## src/design/assert_macros.svh

```systemverilog
// Assertion macros used by the display queue pointer module.
`ifndef ASSERT_MACROS_SVH
`define ASSERT_MACROS_SVH

`ifndef SYNTHESIS
// The expression holds at every clock edge outside reset.
`define DCQ_ASSERT(label, expr, msg) \
    label: assert property (@(posedge clk) disable iff (!rst_n) (expr)) else $error(msg);
// When the antecedent holds, the consequent holds at the same edge.
`define DCQ_ASSERT_IMPLY(label, ante, cons, msg) \
    label: assert property (@(posedge clk) disable iff (!rst_n) (ante) |-> (cons)) \
        else $error(msg);
`else
`define DCQ_ASSERT(label, expr, msg)
`define DCQ_ASSERT_IMPLY(label, ante, cons, msg)
`endif

`endif

```

## src/design/dcq_pkg.sv

```systemverilog
// Types and constants of the display command queue.
package dcq_pkg;

    localparam int LEVEL_W = 10;

    localparam logic [2:0] ET_COMMAND       = 3'd0;
    localparam logic [2:0] ET_DATA          = 3'd1;
    localparam logic [2:0] ET_DELAY_RESET   = 3'd2;
    localparam logic [2:0] ET_DELAY_RELEASE = 3'd3;

    localparam logic [7:0] FIRST_BIT = 8'h80;

    typedef struct packed {
        logic [2:0] etype;
        logic [7:0] evalue;
    } entry_t;

    typedef struct packed {
        logic sclk;
        logic sdata;
        logic dc;
        logic cs_n;
        logic disp_rst_n;
    } pins_t;

    localparam pins_t PINS_RESET = '{sclk: 1'b0, sdata: 1'b1, dc: 1'b1, cs_n: 1'b1,
                                     disp_rst_n: 1'b0};

    typedef struct packed {
        logic empty;
        logic fetch;
        logic store;
    } ptr_status_t;

    typedef struct packed {
        logic   load;
        entry_t entry;
    } head_load_t;

    typedef enum logic [3:0] {
        PH_DECODE = 4'b0001,
        PH_BIT    = 4'b0010,
        PH_RISE   = 4'b0100,
        PH_FALL   = 4'b1000
    } phase_t;

endpackage

```

## src/design/dcq_link.sv

```systemverilog
// Link sequencer: head entry copy, bit phase, bit mask and display pin levels.
module dcq_link (
    input  logic                clk,
    input  logic                rst_n,
    input  logic                tick_go,
    input  dcq_pkg::head_load_t head_load,
    output logic                pop,
    output dcq_pkg::pins_t      pins_next
);
    import dcq_pkg::*;

    phase_t     phase_reg, phase_next;
    logic [7:0] mask_reg, mask_next;
    pins_t      pins_reg;
    logic [2:0] htype_reg, htype_next;
    logic [7:0] hvalue_reg, hvalue_next;

    always_comb
    begin
        phase_next  = phase_reg;
        mask_next   = mask_reg;
        pins_next   = pins_reg;
        htype_next  = htype_reg;
        hvalue_next = hvalue_reg;
        pop         = 1'b0;
        if (head_load.load)
        begin
            htype_next  = head_load.entry.etype;
            hvalue_next = head_load.entry.evalue;
        end
        if (tick_go)
        begin
            unique case (phase_reg)
                PH_DECODE:
                begin
                    if (htype_reg == ET_COMMAND || htype_reg == ET_DATA)
                    begin
                        pins_next.dc         = (htype_reg == ET_DATA);
                        pins_next.disp_rst_n = 1'b1;
                        pins_next.cs_n       = 1'b0;
                        mask_next            = FIRST_BIT;
                        phase_next           = PH_BIT;
                    end
                    else
                    begin
                        // Delays and unknown types count down; the delay types also drive the display reset.
                        if (htype_reg == ET_DELAY_RESET)
                        begin
                            pins_next.disp_rst_n = 1'b0;
                        end
                        if (hvalue_reg != '0)
                        begin
                            hvalue_next = hvalue_reg - 8'd1;
                        end
                        else
                        begin
                            if (htype_reg == ET_DELAY_RELEASE)
                            begin
                                pins_next.disp_rst_n = 1'b1;
                            end
                            pop = 1'b1;
                        end
                    end
                end
                PH_BIT:
                begin
                    if (mask_reg != '0)
                    begin
                        phase_next      = PH_RISE;
                        pins_next.sdata = |(hvalue_reg & mask_reg);
                        mask_next       = mask_reg >> 1;
                    end
                    else
                    begin
                        pins_next.cs_n = 1'b1;
                        phase_next     = PH_DECODE;
                        pop            = 1'b1;
                    end
                end
                PH_RISE:
                begin
                    phase_next     = PH_FALL;
                    pins_next.sclk = 1'b1;
                end
                PH_FALL:
                begin
                    phase_next     = PH_BIT;
                    pins_next.sclk = 1'b0;
                end
                default:
                begin
                    phase_next = PH_DECODE;
                end
            endcase
        end
    end

    always_ff @(posedge clk or negedge rst_n)
    begin
        if (!rst_n)
        begin
            phase_reg <= PH_DECODE;
            mask_reg  <= FIRST_BIT;
            pins_reg  <= PINS_RESET;
        end
        else
        begin
            phase_reg <= phase_next;
            mask_reg  <= mask_next;
            pins_reg  <= pins_next;
        end
    end

    always_ff @(posedge clk)
    begin
        htype_reg  <= htype_next;
        hvalue_reg <= hvalue_next;
    end

endmodule
```

## config.mk

```make
export PLATFORM = sky130hd
export DESIGN_NAME = dcq_link
export DESIGN_NICKNAME = d
export VERILOG_FILES = /design/src/design/assert_macros.svh /design/src/design/dcq_pkg.sv /design/src/design/dcq_link.sv
export SDC_FILE = /design/constraint.sdc
export NUM_CORES = 1
export LEC_CHECK = 0
export BUFFER_PORTS_ARGS = -buffer_cell sky130_fd_sc_hd__buf_2
export CORE_MARGIN = 8
export CORE_UTILIZATION = 58
export CTS_BUF_LIST = sky130_fd_sc_hd__clkbuf_8
export DETAILED_ROUTE_END_ITERATION = 12
export GPL_ROUTABILITY_DRIVEN = 0
export PLACE_DENSITY = 0.93
export SLEW_MARGIN = 20
export SYNTH_ARGS = -nofsm -noshare
export SYNTH_HDL_FRONTEND = slang
export SYNTH_SLANG_ARGS = --single-unit
```

## constraint.sdc

```tcl
create_clock -name clk -period 2.8 [get_ports clk]
set_input_delay 0 -clock clk [delete_from_list [all_inputs] [get_ports clk]]
set_output_delay 0 -clock clk [all_outputs]
set_load 0.05 [all_outputs]
```

---- After elaboration in Yosys (flattened, before gate mapping) ----
Index checks and enable logic that the tools add are counted.
word-level totals
  register bits after elaboration ......... 28
  input bits .............................. 15
  output and inout bits ................... 6
  word-level logic and storage cells ...... 57
operators by class
  add/sub/neg operators ................... 1
  equality and inequality tests ........... 9
  muxes and demuxes ....................... 29
  bitwise gates (word level) .............. 1
  reductions and logical operators ........ 8
operators by type and width
  kind                 count
  $mux 8               7
  $pmux 4 s4           1
  $pmux 8 s2           1
  $reduce_bool 8->1    2
  $mux 1               13
  $and 8x8->8          1
  $reduce_or 8->1      1
  $sub 8x1->8 const B  1
  $eq 3x2->1 const B   2
  $pmux 1 s2           3
  $mux 5               1
  $eq 4x1->1 const B   1
  $eq 4x2->1 const B   1
  $eq 4x3->1 const B   1
  $eq 4x4->1 const B   1
  $mux 4               1
  $ne 2x2->1 const B   2
  $reduce_and 4->1     1
  $eq 3x1->1 const B   1
  $logic_not 3->1      1
  $mux 3               1
  $mux 2               1
  $reduce_and 2->1     1
  $reduce_bool 2->1    1
  $logic_or 1x1->1     1

---- Logic depth before layout (Yosys ltp) ----
  word-level depth ........................ 7
  depth in mapped cells ................... 7
  mapped depth without buffers ............ 6

---- Worst setup path after synthesis ----
No wires, ideal clock.
  path type ............................... flip-flop to flip-flop
  from .................................... register hvalue_reg[0]
  to ...................................... register pins_reg[0] in the netlist's numbering
  library setup time ...................... 0.219 ns
  arrival time ............................ 2.431 ns
  data required time ...................... 2.581 ns
  path slack .............................. 0.150 ns
  stages on the path, launching flop included .. 7
  path buffers ............................ 0
  clock period less this slack ............ 2.650 ns
  path through ............................ dfxtp_1 > inv_1 > ha_1 > or3b_1 > nor3_1 > o22ai_1 > a22oi_1
RTL lines
  what                    RTL line         source
  from (decl)             dcq_link.sv:16   logic [7:0] hvalue_reg, hvalue_next;
  from (signal assigned)  dcq_link.sv:117  hvalue_reg <= hvalue_next;
  to (signal assigned)    dcq_link.sv:110  pins_reg <= pins_next;
  to (decl)               dcq_link.sv:14   pins_t pins_reg;

==> impl_metrics.env <==
export IMPL_clkLatencyLatePin_ps=280
export IMPL_cts_buffers=3
export IMPL_end_kind="output port"
export IMPL_hold_class="in2reg"
export IMPL_slew_viol_final=0
export IMPL_clk_pin_slew_worst_paths_ps=100
export IMPL_ff2ff_setup_slack_ps=480
export IMPL_drv_cap=0
export IMPL_maxSlewHeadroom=0.557
export IMPL_power_density_mw_per_mm2=912
export IMPL_setup_violations=0
export IMPL_finalSetupTns_ps=0
export IMPL_required_ps=2800
export IMPL_min_period_ps=2500
export IMPL_grt_pass1_wl_um=5820
export IMPL_cts_root_buffer="clkbuf_8"
export IMPL_synth_top_area_share=0.210
export IMPL_ys_top_cells_by_area="dfrtp_1, dfxtp_1, dfstp_2"
export IMPL_area_growth_pct=16.5
export IMPL_cts_tree="built"
export IMPL_async_flop_share=0.607
export IMPL_p_int_w=0.000942
export IMPL_port_buffers=20
export IMPL_synth_edf_count=3
export IMPL_wl_um=3380
export IMPL_max_freq_ghz=0.400
export IMPL_firstDrtPassIters=4
export IMPL_reg2reg_to="hvalue_reg[5]"
export IMPL_syn_inst=143
export IMPL_reg2reg_depth=6
export IMPL_setup_worst_path_end="pins_next[2]"
export IMPL_cts_sinks=28
export IMPL_start_util=0.593
export IMPL_yosysMostFrequentCell="dfrtp_1"
export IMPL_whs_ps=12.1
export IMPL_r2r_start="hvalue_reg[0]"
export IMPL_fillCellCount=188
export IMPL_hold_viol_final=0
export IMPL_crit_start="phase_reg[3]"
export IMPL_drive_gt1_frac=0.210
export IMPL_clk_path_buf_depth=2
export IMPL_fin_skew_ps=10.2
export IMPL_routed_via_density=6.58
export IMPL_synth_ff_type="dfrtp_1"
export IMPL_fp_row_count=18
export IMPL_status="finished, final reports clean"
export IMPL_p_clk_frac=0.211
export IMPL_post_cts_buffers=0
export IMPL_diodes=0
export IMPL_post_route_period_util=0.894
export IMPL_die_x_um=65.6
export IMPL_yosys_warnings=0
export IMPL_synthesis_nets=159
export IMPL_die_h_um=65.6
export IMPL_drt_iter0_drc=75
export IMPL_worstPathMaxFanout=8
export IMPL_tightest_slew_ps=660
export IMPL_ys_types=38
export IMPL_syn_cell_area_sq_mm=0.00143
export IMPL_vias=1296
export IMPL_drc_errors=0
export IMPL_startpoint_type="flop"
export IMPL_ys_seq_elements=28
export IMPL_cts_max_level=1
export IMPL_crit_type="reg2out"
export IMPL_ir_drop_v=0.000617
export IMPL_rsz0062_at_grt="false"
export IMPL_synth_largest_area_cell="dfrtp_1"
export IMPL_track_usage=0.166
export IMPL_grt_pass1_vias=1314
export IMPL_wl_per_cell_um=17.1
export IMPL_coreArea_sq_mm=0.00241
export IMPL_grt_max_degree=18
export IMPL_switching_power_w=0.000575
export IMPL_switching_share=0.379
export IMPL_synthTopCellsByCount="dfrtp_1, nand2_1, nor2_1"
export IMPL_antenna_found_initial=0
export IMPL_dp_final_hpwl_um=2400
export IMPL_antenna_left=0
export IMPL_ys_seq_area_frac=0.477
export IMPL_grt_ovfl_total=0
export IMPL_leakage_nw=0.721
export IMPL_syn_avg_cell_area_sq_um=9.99
export IMPL_totalPowerFinal_w=0.00152
export IMPL_pwr_share_seq=0.454
export IMPL_p_comb_frac=0.335
export IMPL_crit_arrival_ps=2500
export IMPL_finalNetCount=184
export IMPL_die_area_sq_mm=0.00431
export IMPL_io_pins=21
logic make-up after synthesis:
family,count (synthesis),share of synthesized area
and+or+nand+nor,56,0.222
AOI/OAI and AO/OA,36,0.189
DFF,28,0.477
buffers and inverters,15,0.0525
muxes,6,0.0438
xor gates and xnor gates,1,0.00613
adders and majority gates,1,0.00876
how the worst min path moves through the flow:
stage / start / to / slack, ps / cells past startpoint
6_report: head_load[1] / hvalue_reg[1] / 10 / 3
5_1_grt: head_load[6] / hvalue_reg[6] / 30 / 3
4_1_cts: head_load[3] / hvalue_reg[3] / 10 / 3
3_5_place_dp: rst_n / phase_reg[1] / -70 / 1
3_3_place_gp: rst_n / pins_reg[0] / -70 / 1
2_1_floorplan: rst_n / mask_reg[0] / -300 / 0
cell type report:
cell class / count / area [sq um] / area share
Clock inverter: 1 / 30.0 / 0.0180
Tap cell: 30 / 37.5 / 0.0226
Multi-Input combinational cell: 100 / 672 / 0.404
Inverter: 7 / 26.3 / 0.0158
Timing Repair Buffer: 28 / 175 / 0.105
Clock buffer: 3 / 41.3 / 0.0248
Sequential cell: 28 / 682 / 0.410
placed cells by master (no fill, tap or decap), drive strengths merged, types with 2 or more instances in the layout:
cell type    instances
dfrtp               12
a21oi                3
o21ai                2
dlygate4sd3          6
nand4                3
edfxtp               3
o41ai                3
o22ai                4
buf                 22
a22o                 8
or3b                 2
dfstp                5
or4                  3
o211ai               4
mux2                 2
a22oi                8
dfxtp                8
nand2b               3
nand4b               2
nor3                 5
or3                  8
nand2               10
nand3                4
nor2                 9
inv                  7
mux2i                4
nor4                 5
clkbuf               3
worst max-delay path, cell delays in order, from the launching register on:
cell,delay [ps]
dfrtp_1,490
or3b_1,520
nor4_1,590
mux2_2,420
buf_2,210
power groups by stage:
stage          registers (W)  clock network (W)  logic [W]
2_1_floorplan       0.000629                  0   0.000424
3_3_place_gp        0.000676                  0   0.000474
3_5_place_dp        0.000688                  0   0.000492
4_1_cts             0.000682           0.000322   0.000502
5_1_grt             0.000707           0.000332   0.000565
6_report            0.000688           0.000320   0.000509
stage by stage:
step	setup WS (ps)	utilization	std cells	area, sq um
floorplan	150	-	143	1430
global placement	651	0.636	187	1530
detailed placement	552	0.636	187	1530
CTS	302	0.691	197	1660
global route	218	0.691	197	1660
finish	297	0.691	197	1660
routing by layer:
metal / routed length, um / GRT usage / vias up
met2: 1700 / 0.279 / 54
met3: 171 / 0.0255 / 8
met5: 0 / 0 / -
li1: - / - / 599
met1: 1450 / 0.201 / 635
met4: 57 / 0.0817 / 0
timing repair:
action                    CTS  global route
resized for setup           0             0
hold endpoints to repair   24             0
hold buffers                6             0
Note: power is estimated with default switching activity, not from simulation.
