--- src/design/assert_macros.svh ---
// Assertion macros used by the display queue pointer module.
`ifndef ASSERT_MACROS_SVH
`define ASSERT_MACROS_SVH

`ifndef SYNTHESIS
// The expression holds at every clock edge outside reset.
`define DCQ_ASSERT(label, expr, msg) \
    label: assert property (@(posedge clk) disable iff (!rst_n) (expr)) else $error(msg);
// When the antecedent holds, the consequent holds at the same edge.
`define DCQ_ASSERT_IMPLY(label, ante, cons, msg) \
    label: assert property (@(posedge clk) disable iff (!rst_n) (ante) |-> (cons)) \
        else $error(msg);
`else
`define DCQ_ASSERT(label, expr, msg)
`define DCQ_ASSERT_IMPLY(label, ante, cons, msg)
`endif

`endif

--- src/design/dcq_pkg.sv ---
// Types and constants of the display command queue.
package dcq_pkg;

    localparam int LEVEL_W = 10;

    localparam logic [2:0] ET_COMMAND       = 3'd0;
    localparam logic [2:0] ET_DATA          = 3'd1;
    localparam logic [2:0] ET_DELAY_RESET   = 3'd2;
    localparam logic [2:0] ET_DELAY_RELEASE = 3'd3;

    localparam logic [7:0] FIRST_BIT = 8'h80;

    typedef struct packed {
        logic [2:0] etype;
        logic [7:0] evalue;
    } entry_t;

    typedef struct packed {
        logic sclk;
        logic sdata;
        logic dc;
        logic cs_n;
        logic disp_rst_n;
    } pins_t;

    localparam pins_t PINS_RESET = '{sclk: 1'b0, sdata: 1'b1, dc: 1'b1, cs_n: 1'b1,
                                     disp_rst_n: 1'b0};

    typedef struct packed {
        logic empty;
        logic fetch;
        logic store;
    } ptr_status_t;

    typedef struct packed {
        logic   load;
        entry_t entry;
    } head_load_t;

    typedef enum logic [3:0] {
        PH_DECODE = 4'b0001,
        PH_BIT    = 4'b0010,
        PH_RISE   = 4'b0100,
        PH_FALL   = 4'b1000
    } phase_t;

endpackage

--- src/design/dcq_ptrs.sv ---
// Head, tail and fill count of the ring queue, and the head refetch flag.
`include "assert_macros.svh"

module dcq_ptrs #(
    parameter int DEPTH = 512,
    parameter int AW    = 9,
    parameter int CW    = 10
) (
    input  logic                 clk,
    input  logic                 rst_n,
    input  logic                 enq,
    input  logic                 pop,
    output dcq_pkg::ptr_status_t status,
    output logic [AW-1:0]        wr_addr,
    output logic [AW-1:0]        rd_addr,
    output logic [CW-1:0]        count_next
);
    import dcq_pkg::*;

    logic [AW-1:0] head_reg, head_next;
    logic [AW-1:0] tail_reg, tail_next;
    logic [CW-1:0] count_reg;
    logic          fetch_reg, fetch_next;
    logic [AW-1:0] head_inc;
    logic [AW-1:0] tail_inc;
    logic          full;
    logic          store;

    assign full     = (count_reg == CW'(DEPTH));
    assign store    = enq & ~full;
    assign head_inc = (head_reg == AW'(DEPTH - 1)) ? '0 : head_reg + 1'b1;
    assign tail_inc = (tail_reg == AW'(DEPTH - 1)) ? '0 : tail_reg + 1'b1;

    always_comb
    begin
        head_next  = head_reg;
        tail_next  = tail_reg;
        count_next = count_reg;
        fetch_next = 1'b0;
        if (store)
        begin
            tail_next  = tail_inc;
            count_next = count_reg + 1'b1;
        end
        else if (pop)
        begin
            head_next  = head_inc;
            count_next = count_reg - 1'b1;
            fetch_next = (count_reg != CW'(1));
        end
    end

    always_ff @(posedge clk or negedge rst_n)
    begin
        if (!rst_n)
        begin
            head_reg  <= '0;
            tail_reg  <= '0;
            count_reg <= '0;
            fetch_reg <= 1'b0;
        end
        else
        begin
            head_reg  <= head_next;
            tail_reg  <= tail_next;
            count_reg <= count_next;
            fetch_reg <= fetch_next;
        end
    end

    assign status.empty = (count_reg == '0);
    assign status.fetch = fetch_reg;
    assign status.store = store;
    assign wr_addr      = tail_reg;
    assign rd_addr      = head_inc;

    `DCQ_ASSERT(a_count_bound, count_reg <= CW'(DEPTH), "Queue count exceeds depth.")
    `DCQ_ASSERT_IMPLY(a_fetch_nonempty, fetch_reg, count_reg != '0,
        "Head refetch pending on an empty queue.")
    `DCQ_ASSERT_IMPLY(a_pop_legal, pop, !fetch_reg && count_reg != '0,
        "Entry retired while the head is not loaded.")
    `DCQ_ASSERT_IMPLY(a_no_mix, enq, !pop, "Enqueue and retire in the same cycle.")

endmodule

--- config.mk ---
export PLATFORM = sky130hd
export DESIGN_NAME = dcq_ptrs
export DESIGN_NICKNAME = d
export VERILOG_FILES = /design/src/design/dcq_pkg.sv /design/src/design/dcq_ptrs.sv
export VERILOG_INCLUDE_DIRS = /design/src /design/src/design
export SDC_FILE = /design/constraint.sdc
export NUM_CORES = 1
export LEC_CHECK = 0
export ABC_AREA = 0
export BUFFER_PORTS_ARGS = -buffer_cell sky130_fd_sc_hd__buf_2
export CAP_MARGIN = 20
export CORE_MARGIN = 2
export CORE_UTILIZATION = 40
export DETAILED_ROUTE_END_ITERATION = 8
export GPL_ROUTABILITY_DRIVEN = 0
export GPL_TIMING_DRIVEN = 1
export HOLD_SLACK_MARGIN = 0.1
export PLACE_DENSITY_LB_ADDON = 0.05
export REMOVE_ABC_BUFFERS = 1
export SKIP_LAST_GASP = 1
export SYNTH_ARGS = -nofsm -noshare
export SYNTH_HDL_FRONTEND = slang
export SYNTH_SLANG_ARGS = --single-unit
--- constraint.sdc ---
create_clock -name clk -period 6.9 [get_ports clk]
set_clock_uncertainty 0.2 [all_clocks]
set_input_delay 0.345 -clock clk [delete_from_list [all_inputs] [get_ports clk]]
set_output_delay 0.345 -clock clk [all_outputs]
set_load 0.03 [all_outputs]
## Word level (Yosys, flattened, before mapping)

Index checks and enable logic that the tools add are counted.

| word-level totals | value |
|---|---|
| register bits after elaboration | 29 |
| bits of input ports | 4 |
| logic and storage cells | 23 |

| cells by class | value |
|---|---|
| $add $sub $neg | 4 |
| eq/ne operators | 4 |
| muxes and demuxes | 6 |
| bitwise gates (word level) | 3 |
| reductions and logical operators | 2 |

Operator list:

| operator | count |
|---|---|
| two-way mux 10 bit | 2 |
| adder 9 x 1 -> 9 bit (second input constant) | 2 |
| equality test 9 bit (second input constant) | 2 |
| two-way mux 9 bit | 2 |
| adder 10 x 1 -> 10 bit (second input constant) | 1 |
| equality test 10 bit (second input constant) | 1 |
| zero test 10 bit | 1 |
| inequality test 10 x 1 -> 1 bit (second input constant) | 1 |
| subtractor 10 x 1 -> 10 bit (second input constant) | 1 |
| two-way mux 1 bit | 2 |
| NOT 1 bit | 2 |
| AND reduction 2 bit | 1 |
| bitwise AND 1 bit | 1 |

## Logic depth before layout (Yosys ltp)

| logic depth | value |
|---|---|
| depth in word-level cells | 5 |
| depth in mapped cells | 7 |
| mapped depth without buffers | 7 |

## Least setup slack after synthesis

Ideal clock, no wire load.

| path | value |
|---|---|
| kind | reg2out |
| start point | register count_reg[0] |
| end point | output port count_next[3] |
| arrival | 2.311 ns |
| setup slack | 4.044 ns |
| cell stages (with the launch flop) | 8 |
| cell sequence | dfrtp_1 inv_1 ha_1 nand4bb_4 o41ai_4 inv_4 o31ai_4 xor2_1 |

| between the ends | value |
|---|---|
| word-level cells in the longest chain between the ends | 4 |
| elaborated cells between the ends (all ways) | 7 |
| classes of those cells | add/sub (2); eq/ne (1); mux (2); bitwise (2) |

RTL lines:

| item | line | text |
|---|---|---|
| start, declared | dcq_ptrs.sv:22 | `logic [CW-1:0] count_reg;` |
| start signal, assigned | dcq_ptrs.sv:66 | `count_reg <= count_next;` |
| equality test 10 bit | dcq_ptrs.sv:29 | `assign full = (count_reg == CW'(DEPTH));` |
| NOT 1 bit | dcq_ptrs.sv:30 | `assign store = enq & ~full;` |
| bitwise AND 1 bit | dcq_ptrs.sv:30 |  |
| via store | dcq_ptrs.sv:27 | `logic store;` |
| two-way mux 10 bit | dcq_ptrs.sv:40 | `if (store)` |
| end, declared | dcq_ptrs.sv:16 | `output logic [CW-1:0] count_next` |

The timed path passes the listed nets, and every way through them passes these cells.

## Final worst setup path

| path | value |
|---|---|
| start point | register count_reg[0] |
| end point | output port count_next[2] |

| between the ends | value |
|---|---|
| word-level cells in the longest chain between the ends | 4 |
| elaborated cells between the ends (all ways) | 7 |
| classes of those cells | add/sub (2); eq/ne (1); mux (2); bitwise (2) |

RTL lines:

| item | line |
|---|---|
| branches (longest 3 deep; another with subtractor 10 x 1 -> 10 bit) | -- |
| two-way mux 10 bit * | dcq_ptrs.sv:40 |

Mark *: on every way between the ends.

==> flow_summary.json <==
{
  "cts_inserted_buffers": 5,
  "grt-ovfl-total": 0,
  "dieArea_um2": 5020,
  "synth_seq_cells": 29,
  "yosysUniqueCellTypes": 45,
  "power.leakage_uw": 0.000983,
  "max_slew_margin_pct": 54.3,
  "rr_worst_depth": 7,
  "start_util_pct": 41.3,
  "first_iter_violations": 80,
  "dpl.hpwl_um": 2750,
  "critical_path_arrival_ns": 2.75,
  "cp_max_fo": 10,
  "num_vias": 1460,
  "synth_top_area_share_pct": 40.6,
  "drv_cap": 0,
  "synth_area_leaders": "dfrtp_1, ha_1, mux2_2, xnor2_1, and3_1",
  "r2r_start": "count_reg[0]$_DFF_PN0_",
  "grt_pass1_wl_um": 6570,
  "n_antenna_cell": 0,
  "fin_crit_sh_pct": 47.8,
  "crit_start": "count_reg[0]$_DFF_PN0_",
  "antenna_found_initial": 0,
  "via_per_inst": 5.55,
  "port-buffer-count": 34,
  "drtPass1Iterations": 4,
  "setup_violations": 0,
  "setup_ws_ns": 3.60,
  "core.rowCount": 24,
  "grt_max_degree": 30,
  "slew_viol_final": 0,
  "netlist_area_um2": 1790,
  "multi_input_area_um2": 976,
  "powerDensity_nw_per_um2": 454,
  "wl_per_cell_um": 14.5,
  "num-nets-final": 222,
  "cts_tree": "done",
  "clock_latency_ns": 0.28,
  "numClockSinks": 29,
  "drtAntennaViolNets": 0,
  "netlist_instances": 179,
  "syn_area_per_cell_um2": 9.98,
  "io_pins": 35,
  "dieHeight_um": 70.8,
  "drive_gt1_share_pct": 27.5,
  "worst_hold_path_type": "in -> reg",
  "worstMarginPinSlew_ns": 0.683,
  "die_w_um": 70.8,
  "worstSetupStartpointType": "flop",
  "required_ns": 6.36,
  "peakVddDrop_v": 0.000220,
  "largest_reg_flops": 10,
  "rsz0062_at_grt": "no",
  "status": "finished clean",
  "worst_setup_path_end_kind": "output port",
  "synth_seq_area_share_pct": 40.6,
  "synth-main-ff-cell": "dfrtp_1",
  "synth_edf_count": 0,
  "min_period_ns": 3.30,
  "setup_tns_ns": 0,
  "crit_end": "count_next[2]",
  "track_usage_pct": 16.3,
  "synth_area_leader_cell": "dfrtp_1",
  "synth_commonest_cells": "dfrtp_1, nor2_1, o21ai_0",
  "post-place-ws_ns": 3.62,
  "area.sequential_um2": 726,
  "cts_root_buf": "clkbuf_8",
  "p_total_uw": 945,
  "async_reset_ff_share_pct": 100,
  "clock.fmax_mhz": 303,
  "ys_warn_count": 0,
  "reg2reg_to": "head_reg[7]$_DFFE_PN0P_",
  "core_um2": 4320,
  "reg2reg_slack_ns": 4.28,
  "synth.most_common_cell": "dfrtp_1",
  "fillCellCount": 423,
  "drcViolationCount": 0,
  "cts_max_path_buffers": 2,
  "finalHoldViolations": 0,
  "critPathKind": "reg -> out",
  "finalWirelength_um": 3810,
  "path_clk_slew_ns": 0.07,
  "syn_to_final_growth_pct": 16.5,
  "grt_pass1_vias": 1420,
  "htreeDepth": 2
}
[metal layers]
| layer | GRT usage (%) | vias to the layer above | part of all wire [%] |
|---|---|---|---|
| met5 | 0 | - | 0 |
| met4 | 6.50 | 0 | 1.3 |
| met3 | 3.56 | 5 | 5.5 |
| met2 | 25.0 | 47 | 47 |
| met1 | 22.3 | 693 | 47 |
| li1 | - | 715 | - |
[timing repair]
item	CTS	global route
gates resized for setup	0	0
hold buffers	1	0
buffers inserted	0	0
endpoints found under the hold margin	29	0
[metrics by stage]
| stage | instances | utilization, % | cell area, um^2 | hold WS, ns |
|---|---|---|---|---|
| 4_1_cts | 262 | 47.9 | 2070 | 0.256 |
| 3_3_place_gp | 253 | 45.3 | 1960 | 0.218 |
| 3_5_place_dp | 253 | 45.3 | 1960 | 0.221 |
| 5_1_grt | 263 | 48.1 | 2080 | 0.288 |
| 2_1_floorplan | 167 | - | 1720 | -0.151 |
| 6_report | 263 | 48.1 | 2080 | 0.259 |
[worst max-delay path, cell delays in order, from the launching register on]
cell	delay, ns
dfrtp_1	0.46
inv_1	0.11
ha_1	0.22
nand4bb_4	0.16
o41ai_4	0.66
buf_6	0.23
mux2i_1	0.23
xnor2_1	0.16
buf_2	0.23
[kinds of logic after synthesis]
| kind of cell | after synthesis | synth area share [%] |
|---|---|---|
| AOI/OAI and AO/OA | 36 | 15.3 |
| muxes | 9 | 5.60 |
| and+or+nand+nor | 67 | 21.7 |
| xor gates and xnor gates | 13 | 6.37 |
| buffers and inverters | 17 | 4.76 |
| DFF | 29 | 40.6 |
| adders and majority gates | 8 | 5.60 |
[cells in the final DEF (no fill, tap or decap), types with 2 or more instances in the layout]
master / netlist / routed
a31oi_1: 6 / 6
and3_1: 11 / 11
and4_1: 2 / 2
buf_2: 3 / 34
clkbuf_8: 0 / 7
dfrtp_1: 29 / 29
ha_1: 8 / 8
inv_1: 4 / 4
mux2_2: 7 / 7
nand2_1: 9 / 9
nand2b_1: 3 / 3
nand3_1: 9 / 9
nand4_1: 3 / 3
nor2_1: 17 / 17
nor2b_1: 2 / 2
o211ai_1: 2 / 2
o21ai_0: 12 / 12
o2bb2ai_1: 2 / 2
o31ai_1: 5 / 5
or3b_2: 2 / 2
or4_1: 2 / 2
xnor2_1: 9 / 9
xor2_1: 4 / 4
[area by class of cell]
| cell class | instances | area share [%] |
|---|---|---|
| inverter | 5 | 1.02 |
| sequential | 29 | 34.9 |
| clock buffer | 7 | 4.63 |
| timing repair buffer | 36 | 9.20 |
| multi-input combinational | 133 | 46.9 |
| tap | 52 | 3.13 |
| clock inverter | 1 | 0.241 |
[worst min-delay path by stage]
stage	start	end	depth (start not counted)
after CTS	pop	head_reg[6]$_DFFE_PN0P_	3
after global routing	pop	head_reg[6]$_DFFE_PN0P_	3
after detailed placement	rst_n	fetch_reg$_DFF_PN0_	1
after floorplan	rst_n	count_reg[0]$_DFF_PN0_	0
after global placement	rst_n	count_reg[2]$_DFF_PN0_	1
final	pop	head_reg[6]$_DFFE_PN0P_	3
[where the power goes]
group	switching, uW	internal [uW]	total (uW)
Combinational	296	160	456
Clock	65.4	90.0	155
Sequential	104	230	334
Note: power is estimated with default switching activity, not from simulation.
